### src/rtl/mbrc_pkg.sv
package mbrc_pkg;

  localparam int QDEPTH = 4;
  localparam int QPTR_W = $clog2(QDEPTH);

  localparam logic [1:0] KIND_START = 2'd0;
  localparam logic [1:0] KIND_BYTE  = 2'd1;
  localparam logic [1:0] KIND_TICK  = 2'd2;
  localparam logic [1:0] KIND_RSVD  = 2'd3;

  localparam logic [2:0] ST_OK     = 3'd0;
  localparam logic [2:0] ST_NORESP = 3'd1;
  localparam logic [2:0] ST_UNEXP  = 3'd2;
  localparam logic [2:0] ST_GAP    = 3'd3;
  localparam logic [2:0] ST_CRC    = 3'd4;
  localparam logic [2:0] ST_EXC    = 3'd5;

  localparam logic OUT_WORD   = 1'b0;
  localparam logic OUT_FINISH = 1'b1;

  localparam logic [2:0] REG_EXPECTED_SLAVE    = 3'd0;
  localparam logic [2:0] REG_EXPECTED_FUNCTION = 3'd1;
  localparam logic [2:0] REG_FRAME_MODE        = 3'd2;
  localparam logic [2:0] REG_FIRST_TIMEOUT     = 3'd3;
  localparam logic [2:0] REG_GAP_TIMEOUT       = 3'd4;

  localparam logic [15:0] CRC_INIT = 16'hFFFF;
  localparam logic [15:0] CRC_POLY = 16'hA001;
  localparam logic [23:0] TIMER_MAX = 24'hFFFFFF;

  typedef struct packed {
    logic [1:0] kind;
    logic [7:0] rx_byte;
  } item_t;

  typedef struct packed {
    logic [7:0]  expected_slave;
    logic [6:0]  expected_function;
    logic        frame_mode;
    logic [23:0] first_byte_timeout;
    logic [15:0] gap_timeout;
  } cfg_t;

  typedef struct packed {
    logic        out_kind;
    logic [2:0]  status;
    logic [7:0]  exception_code;
    logic [15:0] data_word;
    logic [6:0]  word_index;
    logic [6:0]  word_count;
  } res_t;

endpackage

### src/rtl/mbrc_front.sv
module mbrc_front (
  input  logic           clk,
  input  logic           rst,
  input  logic           s_tvalid,
  output logic           s_tready,
  input  logic [7:0]     s_tdata,
  input  logic [1:0]     s_tuser,
  output logic           q_valid,
  output mbrc_pkg::item_t q_item,
  input  logic           q_ready
);

  mbrc_pkg::item_t slots [mbrc_pkg::QDEPTH];
  logic [mbrc_pkg::QPTR_W-1:0] wr_ptr;
  logic [mbrc_pkg::QPTR_W-1:0] rd_ptr;
  logic [mbrc_pkg::QPTR_W:0]   count;
  logic push;
  logic pop;

  assign s_tready = (count != (mbrc_pkg::QPTR_W + 1)'(mbrc_pkg::QDEPTH));
  // drop reserved kinds at intake
  assign push     = s_tvalid && s_tready && (s_tuser != mbrc_pkg::KIND_RSVD);
  assign q_valid  = (count != '0);
  assign q_item   = slots[rd_ptr];
  assign pop      = q_valid && q_ready;

  always_ff @(posedge clk) begin
    if (rst) begin
      wr_ptr <= '0;
      rd_ptr <= '0;
      count  <= '0;
    end else begin
      if (push) begin
        wr_ptr <= wr_ptr + 1'b1;
      end
      if (pop) begin
        rd_ptr <= rd_ptr + 1'b1;
      end
      if (push && !pop) begin
        count <= count + 1'b1;
      end else if (pop && !push) begin
        count <= count - 1'b1;
      end
    end
  end

  always_ff @(posedge clk) begin
    if (push) begin
      slots[wr_ptr] <= '{kind: s_tuser, rx_byte: s_tdata};
    end
  end

endmodule

### src/rtl/mbrc_back.sv
module mbrc_back (
  input  logic            clk,
  input  logic            rst,
  input  mbrc_pkg::cfg_t  cfg,
  input  logic            q_valid,
  input  mbrc_pkg::item_t q_item,
  output logic            q_ready,
  output logic            res_valid,
  output mbrc_pkg::res_t  res,
  input  logic            res_ready
);

  typedef enum logic [3:0] {
    PH_IDLE, PH_ADDR, PH_FUNC, PH_EXC, PH_COUNT,
    PH_HI, PH_LO, PH_CRC_LO, PH_CRC_HI
  } phase_t;

  phase_t         phase, phase_next;
  logic [15:0]    running_crc, running_crc_next;
  logic [7:0]     bytes_left, bytes_left_next;
  logic [7:0]     high_byte_hold, high_byte_hold_next;
  logic [7:0]     received_crc_low, received_crc_low_next;
  logic [6:0]     words_done, words_done_next;
  logic [23:0]    wait_timer, wait_timer_next;
  logic           emit;
  mbrc_pkg::res_t res_next;

  logic        advance;
  logic        take;
  logic [15:0] crc_fed;
  logic [23:0] timer_inc;
  logic [23:0] limit;
  logic [7:0]  b;
  logic [7:0]  left_dec;

  function automatic logic [15:0] crc_feed(input logic [15:0] crc_in, input logic [7:0] d);
    logic [15:0] c;
    c = crc_in ^ {8'd0, d};
    for (int i = 0; i < 8; i++) begin
      c = c[0] ? ((c >> 1) ^ mbrc_pkg::CRC_POLY) : (c >> 1);
    end
    return c;
  endfunction

  assign advance  = !res_valid || res_ready;
  assign q_ready  = advance;
  assign take     = q_valid && advance;
  assign b        = q_item.rx_byte;
  assign crc_fed  = crc_feed(running_crc, b);
  assign timer_inc = (wait_timer == mbrc_pkg::TIMER_MAX) ? wait_timer : wait_timer + 24'd1;
  assign limit    = (phase == PH_ADDR) ? cfg.first_byte_timeout : {8'd0, cfg.gap_timeout};
  assign left_dec = bytes_left - 8'd1;

  always_comb begin
    phase_next            = phase;
    running_crc_next      = running_crc;
    bytes_left_next       = bytes_left;
    high_byte_hold_next   = high_byte_hold;
    received_crc_low_next = received_crc_low;
    words_done_next       = words_done;
    wait_timer_next       = wait_timer;
    emit                  = 1'b0;
    res_next              = '0;
    res_next.word_count   = words_done;

    if (take) begin
      if (q_item.kind == mbrc_pkg::KIND_START) begin
        phase_next            = PH_ADDR;
        running_crc_next      = mbrc_pkg::CRC_INIT;
        bytes_left_next       = '0;
        high_byte_hold_next   = '0;
        received_crc_low_next = '0;
        words_done_next       = '0;
        wait_timer_next       = '0;
      end else if (phase != PH_IDLE && q_item.kind == mbrc_pkg::KIND_TICK) begin
        wait_timer_next = timer_inc;
        if (timer_inc >= limit) begin
          emit            = 1'b1;
          res_next.out_kind = mbrc_pkg::OUT_FINISH;
          res_next.status = (phase == PH_ADDR) ? mbrc_pkg::ST_NORESP : mbrc_pkg::ST_GAP;
          phase_next      = PH_IDLE;
          wait_timer_next = '0;
        end
      end else if (phase != PH_IDLE && q_item.kind == mbrc_pkg::KIND_BYTE) begin
        wait_timer_next = '0;
        if (phase != PH_CRC_LO && phase != PH_CRC_HI) begin
          running_crc_next = crc_fed;
        end
        unique case (phase)
          PH_ADDR: begin
            if (b != cfg.expected_slave) begin
              emit = 1'b1;
              res_next.out_kind = mbrc_pkg::OUT_FINISH;
              res_next.status   = mbrc_pkg::ST_UNEXP;
              phase_next        = PH_IDLE;
            end else begin
              phase_next = PH_FUNC;
            end
          end
          PH_FUNC: begin
            if (b[6:0] != cfg.expected_function) begin
              emit = 1'b1;
              res_next.out_kind = mbrc_pkg::OUT_FINISH;
              res_next.status   = mbrc_pkg::ST_UNEXP;
              phase_next        = PH_IDLE;
            end else if (b[7]) begin
              phase_next = PH_EXC;
            end else if (cfg.frame_mode) begin
              bytes_left_next = 8'd4;
              phase_next      = PH_HI;
            end else begin
              phase_next = PH_COUNT;
            end
          end
          PH_EXC: begin
            emit = 1'b1;
            res_next.out_kind       = mbrc_pkg::OUT_FINISH;
            res_next.status         = mbrc_pkg::ST_EXC;
            res_next.exception_code = b;
            phase_next              = PH_IDLE;
          end
          PH_COUNT: begin
            bytes_left_next = b;
            phase_next      = (b == 8'd0) ? PH_CRC_LO : PH_HI;
          end
          PH_HI: begin
            high_byte_hold_next = b;
            bytes_left_next     = left_dec;
            phase_next          = (left_dec == 8'd0) ? PH_CRC_LO : PH_LO;
          end
          PH_LO: begin
            emit = 1'b1;
            res_next.out_kind   = mbrc_pkg::OUT_WORD;
            res_next.data_word  = {high_byte_hold, b};
            res_next.word_index = words_done;
            res_next.word_count = '0;
            words_done_next     = words_done + 7'd1;
            bytes_left_next     = left_dec;
            phase_next          = (left_dec == 8'd0) ? PH_CRC_LO : PH_HI;
          end
          PH_CRC_LO: begin
            received_crc_low_next = b;
            phase_next            = PH_CRC_HI;
          end
          PH_CRC_HI: begin
            emit = 1'b1;
            res_next.out_kind = mbrc_pkg::OUT_FINISH;
            res_next.status   = (received_crc_low == running_crc[7:0] &&
                                 b == running_crc[15:8]) ? mbrc_pkg::ST_OK
                                                         : mbrc_pkg::ST_CRC;
            phase_next        = PH_IDLE;
          end
          default: begin
            phase_next = PH_IDLE;
          end
        endcase
      end
    end
    if (!emit) begin
      res_next.word_count = '0;
    end
  end

  always_ff @(posedge clk) begin
    if (rst) begin
      phase            <= PH_IDLE;
      running_crc      <= mbrc_pkg::CRC_INIT;
      bytes_left       <= '0;
      high_byte_hold   <= '0;
      received_crc_low <= '0;
      words_done       <= '0;
      wait_timer       <= '0;
      res_valid        <= 1'b0;
    end else begin
      phase            <= phase_next;
      running_crc      <= running_crc_next;
      bytes_left       <= bytes_left_next;
      high_byte_hold   <= high_byte_hold_next;
      received_crc_low <= received_crc_low_next;
      words_done       <= words_done_next;
      wait_timer       <= wait_timer_next;
      if (advance) begin
        res_valid <= emit;
      end
    end
    if (advance) begin
      res <= res_next;
    end
  end

endmodule

### src/rtl/modbus_rtu_response_checker_top.sv
// Modbus RTU response checker. After a start item (tuser 0) the block follows one slave
// response fed as received bytes (tuser 1) and microsecond ticks (tuser 2); tuser 3 is
// dropped. It sustains one transfer per clock while the output side keeps up: a four-entry
// queue separates the intake from the decode engine, and results sit in an output register,
// so an item's result passes through a queue slot and the output register. Payload words
// (master tuser 0) leave before the CRC is judged; discard them unless the closing status
// transfer (master tuser 1) reports ok. Exceptions finish without a CRC check and an odd
// last payload byte is dropped. Write configuration only while the block is idle.
module modbus_rtu_response_checker_top (
  input  logic        clk,
  input  logic        rst,
  input  logic        s_tvalid,
  output logic        s_tready,
  input  logic [7:0]  s_tdata,   // rx_byte[7:0]
  input  logic [1:0]  s_tuser,   // kind[1:0]
  output logic        m_tvalid,
  input  logic        m_tready,
  output logic [47:0] m_tdata,   // status[2:0], exception_code[10:3], data_word[26:11],
                                 // word_index[33:27], word_count[40:34], zero[47:41]
  output logic        m_tuser,   // out_kind
  input  logic        cfg_we,
  input  logic [2:0]  cfg_index,
  input  logic [23:0] cfg_data
);

  mbrc_pkg::cfg_t  cfg;
  mbrc_pkg::item_t q_item;
  mbrc_pkg::res_t  res;
  logic            q_valid;
  logic            q_ready;

  always_ff @(posedge clk) begin
    if (rst) begin
      cfg.expected_slave     <= 8'd1;
      cfg.expected_function  <= 7'd3;
      cfg.frame_mode         <= 1'b0;
      cfg.first_byte_timeout <= 24'd10000000;
      cfg.gap_timeout        <= 16'd1750;
    end else if (cfg_we) begin
      unique case (cfg_index)
        mbrc_pkg::REG_EXPECTED_SLAVE:    cfg.expected_slave     <= cfg_data[7:0];
        mbrc_pkg::REG_EXPECTED_FUNCTION: cfg.expected_function  <= cfg_data[6:0];
        mbrc_pkg::REG_FRAME_MODE:        cfg.frame_mode         <= cfg_data[0];
        mbrc_pkg::REG_FIRST_TIMEOUT:     cfg.first_byte_timeout <= cfg_data;
        mbrc_pkg::REG_GAP_TIMEOUT:       cfg.gap_timeout        <= cfg_data[15:0];
        default: ;
      endcase
    end
  end

  mbrc_front u_front (
    .clk      (clk),
    .rst      (rst),
    .s_tvalid (s_tvalid),
    .s_tready (s_tready),
    .s_tdata  (s_tdata),
    .s_tuser  (s_tuser),
    .q_valid  (q_valid),
    .q_item   (q_item),
    .q_ready  (q_ready)
  );

  mbrc_back u_back (
    .clk       (clk),
    .rst       (rst),
    .cfg       (cfg),
    .q_valid   (q_valid),
    .q_item    (q_item),
    .q_ready   (q_ready),
    .res_valid (m_tvalid),
    .res       (res),
    .res_ready (m_tready)
  );

  assign m_tuser = res.out_kind;
  assign m_tdata = {7'd0, res.word_count, res.word_index, res.data_word,
                    res.exception_code, res.status};

endmodule

### config.mk
export PLATFORM = sky130hd
export DESIGN_NAME = modbus_rtu_response_checker_top
export DESIGN_NICKNAME = d
export VERILOG_FILES = /design/src/rtl/mbrc_pkg.sv /design/src/rtl/mbrc_front.sv /design/src/rtl/mbrc_back.sv /design/src/rtl/modbus_rtu_response_checker_top.sv
export SDC_FILE = /design/constraint.sdc
export NUM_CORES = 1
export LEC_CHECK = 0
export BUFFER_PORTS_ARGS = -buffer_cell sky130_fd_sc_hd__buf_2
export CORE_MARGIN = 2
export CORE_UTILIZATION = 56
export CTS_BUF_LIST = sky130_fd_sc_hd__clkbuf_4
export CTS_CLUSTER_DIAMETER = 60
export DETAILED_ROUTE_END_ITERATION = 10
export PLACE_DENSITY_LB_ADDON = 0.08
export SYNTH_ARGS = -nofsm -noshare
export SYNTH_HDL_FRONTEND = slang
export SYNTH_HIERARCHICAL = 1
export SYNTH_SLANG_ARGS = --single-unit
export TNS_END_PERCENT = 1
### constraint.sdc
create_clock -name clk -period 3.4 [get_ports clk]
set_input_delay 0.34 -clock clk [delete_from_list [all_inputs] [get_ports clk]]
set_output_delay 0.34 -clock clk [all_outputs]
set_load 0.1 [all_outputs]
==> results.py <==
metrics = {
    "outcome": {
        "status": "finished with violations",
        "violations": "setup timing",
    },
    "clock_tree": {
        "tritoncts": "done",
        "cts_max_level": 2,
        "clk-insertion-delay-late_ps": 680,
        "cts.reportedPaths.clkPinSlew_ps": 70,
        "cts_root_buffer": "clkbuf_4",
        "clockBufferDepth": 3,
        "cts_buffers": 57,
        "clock_sinks": 223,
    },
    "timing": {
        "setup_slack_ps": -99.5,
        "skew_ps": 45.8,
        "setup_viol": 36,
        "fmax_mhz": 286,
        "hold_viol": 0,
        "max-slew-margin-rel": 0.421,
        "finalMaxSlewViolations": 0,
        "rsz0062_at_grt": "yes",
        "tightestPinTransition_ps": 864,
        "period_needed_ps": 3500,
        "finalCritPeriodShare": 1.03,
    },
    "yosys": {
        "syn_area_um2": 11200,
        "ys_seq_area_frac": 0.472,
        "ys.flop_type": "dfxtp_1",
        "synth_top_area_frac": 0.252,
        "synth_area_leaders": "dfxtp_1 (25%), edfxtp_1 (22%), mux2i_1 (7.0%)",
        "post_synth.cell_area_avg_um2": 10.3,
        "synth_top_area_cell": "dfxtp_1",
        "syn_inst": 1088,
        "ys_warn_count": 6,
        "synthTopCellsByCount": "dfxtp_1 (141), nor2_1 (110), edfxtp_1 (82), mux2i_1 (78)",
        "synth-seq-cells": 223,
        "synth_most_common_cell": "dfxtp_1",
        "synth-async-reset-ratio": 0,
        "synth_enable_flop_cells": 82,
        "post_synth_num_cell_types": 72,
    },
    "final_layout": {
        "post-route-util": 0.699,
        "n_fill_cell": 1559,
        "area_delta_synth_final_pct": 21.9,
        "layout-drive-gt1-share": 0.251,
        "final_nets": 1367,
        "finalNonFillerCells": 1601,
    },
    "worst_setup_path": {
        "path_buf_inv": 3,
        "path_class": "register to register",
        "crit_path_start_kind": "register",
        "critPathCaptureType": "register",
        "cp_slowest_cell": "a211o_1",
        "worstPathCellList": "ha_2 -> and4_4 -> and4_1 -> a21oi_2 -> buf_4 -> nand4_1 -> xnor2_2 -> ha_1 -> nand4_1 -> a211o_1 -> o221ai_2 -> buf_4 -> nor3b_4 -> buf_6 -> a22oi_1 -> nor2_1",
        "required_ps": 3910,
        "max_stage_delay_ps": 350,
        "cp.arrival_ps": 4010,
        "critPathTopFamily": "compound AO/OA/AOI/OAI gates",
        "cp_max_fo": 9,
    },
    "placed_design": {
        "dp_hpwl_mm": 17.1,
        "place.gp.congestion": 0.890,
        "dp.cells": 1448,
        "portBuffers": 85,
    },
    "grt": {
        "antenna_found_initial": 1,
        "grt_max_degree": 73,
        "grt_pass1_wl_mm": 41.7,
        "grtUsageTotal": 0.241,
        "grt_pass1_vias": 8317,
        "overflow": 0,
    },
    "power": {
        "power_density_nw_per_um2": 544,
        "ir_worst_vdd_uv": 391,
        "power_leakage_uw": 0.00556,
    },
    "drt": {
        "drc": 0,
        "drtAntennaViolNets": 0,
        "drt_iter0_drc": 493,
        "wl_per_cell_um": 16.2,
        "firstDrtPassIters": 5,
        "wl_mm": 25.9,
        "vias_per_cell": 5.46,
        "vias": 8749,
    },
    "floorplanning": {
        "die_area_um2": 21100,
        "ios": 93,
        "rows": 51,
        "die_x_um": 145,
        "start_util": 0.574,
        "coreArea_um2": 19500,
        "die_y_um": 145,
    },
    "run": {
        "max_cap_viol_count": 0,
    },
    "hold_path": {
        "hold_class": "primary input to register",
    },
}
[worst paths after layout]
path	startpoint	to	slack (ps)	cells past startpoint
worst max-delay path	u_back/wait_timer[0]	u_back/wait_timer[22]	-100	16
worst min-delay path	s_tvalid	u_front/wr_ptr[1]	80	4
worst max register to register	u_back/wait_timer[0]	u_back/wait_timer[22]	-100	16
worst min register to register	u_back/high_byte_hold[4]	u_back/high_byte_hold[4]	450	2
[layer usage]
metal	wire length, um	vias to the layer above	track usage	part of all wire
li1	-	4292	-	-
met1	12200	4121	0.342	0.47
met2	11600	295	0.377	0.45
met3	1530	41	0.0455	0.059
met4	571	0	0.0765	0.022
met5	0	-	0	0
[cell families (layout without fill, tap and decap cells)]
| family | count (synthesis) | after routing | synth area share |
|---|---|---|---|
| xor+xnor | 83 | 83 | 0.0742 |
| buf+inv | 84 | 324 | 0.0371 |
| simple gates | 430 | 430 | 0.205 |
| compound gates | 141 | 142 | 0.0790 |
| flops | 223 | 223 | 0.472 |
| fa+ha+maj | 34 | 34 | 0.0387 |
| other cells | 1 | 8 | 0.000335 |
| mux | 92 | 92 | 0.0942 |
[power by group]
group | leakage (uW) | internal, uW | switching (uW)
Clock | 0.000419 | 1100 | 1070
Sequential | 0.00203 | 2900 | 117
Combinational | 0.00312 | 964 | 1280
[layout make-up]
class | instances | area, um2 | share of cell area
Clock buffer | 81 | 608 | 0.0445
Antenna cell | 1 | 2.50 | 0.000183
Clock inverter | 22 | 91.3 | 0.00669
Inverter | 14 | 52.6 | 0.00385
Sequential cell | 223 | 5290 | 0.387
Multi-Input combinational cell | 788 | 5820 | 0.426
Timing Repair Buffer | 207 | 1460 | 0.107
Tap cell | 265 | 332 | 0.0243
[per-stage QoR]
| stage | worst slack (ps) | cell area (um2) | total power (uW) | hold slack, ps | setup TNS, ps |
|---|---|---|---|---|---|
| 3_3_place_gp | -156 | 12200 | 5240 | 439 | -1660 |
| 4_1_cts | -12.2 | 13400 | 7470 | 4.52 | -35.2 |
| 3_5_place_dp | -171 | 12200 | 5260 | 445 | -3090 |
| 2_1_floorplan | 63.7 | 11200 | 4760 | 432 | 0 |
| 6_report | -99.5 | 13700 | 7430 | 81.8 | -1810 |
| 5_1_grt | -263 | 13700 | 7820 | 40.0 | -8000 |
[registers in the layout (all words and copies together) (netlist names), named ones only]
name	count
u_back/res_valid	1
cfg	56
u_back/high_byte_hold	8
u_back/res	42
u_front/rd_ptr	2
u_back/words_done	7
u_back/received_crc_low	8
u_back/bytes_left	8
u_front/count	3
u_front/wr_ptr	2
u_back/running_crc	16
u_back/wait_timer	24
u_back/phase	4
u_front/slots	40
[cell usage in the layout (no fill, tap or decap), types with 34 or more instances in the layout]
master,synthesis,routed
edfxtp_1,82,82
dfxtp_1,141,137
nand2_1,69,68
dlygate4sd3_1,0,35
and2_1,47,47
nand2b_1,69,69
buf_2,20,84
nand3_1,35,34
buf_4,12,83
a21oi_1,42,41
nor2_1,110,109
mux2i_1,78,78
clkbuf_4,0,81
[worst min-delay path, delay by kind of cell]
family / cells / cell delay [ps]
AO/OA/AOI/OAI: 1 / 70
buffers and inverters: 2 / 170
multiplexers: 1 / 120
[timing repair]
item,4_1_cts,5_1_grt
resized for setup,23,31
pin swaps,21,21
setup endpoints to repair,37,39
hold endpoints to repair,95,0
hold buffers,35,0
setup buffers,9,4
cloned,1,0
Power figures use the tool's default switching activity.
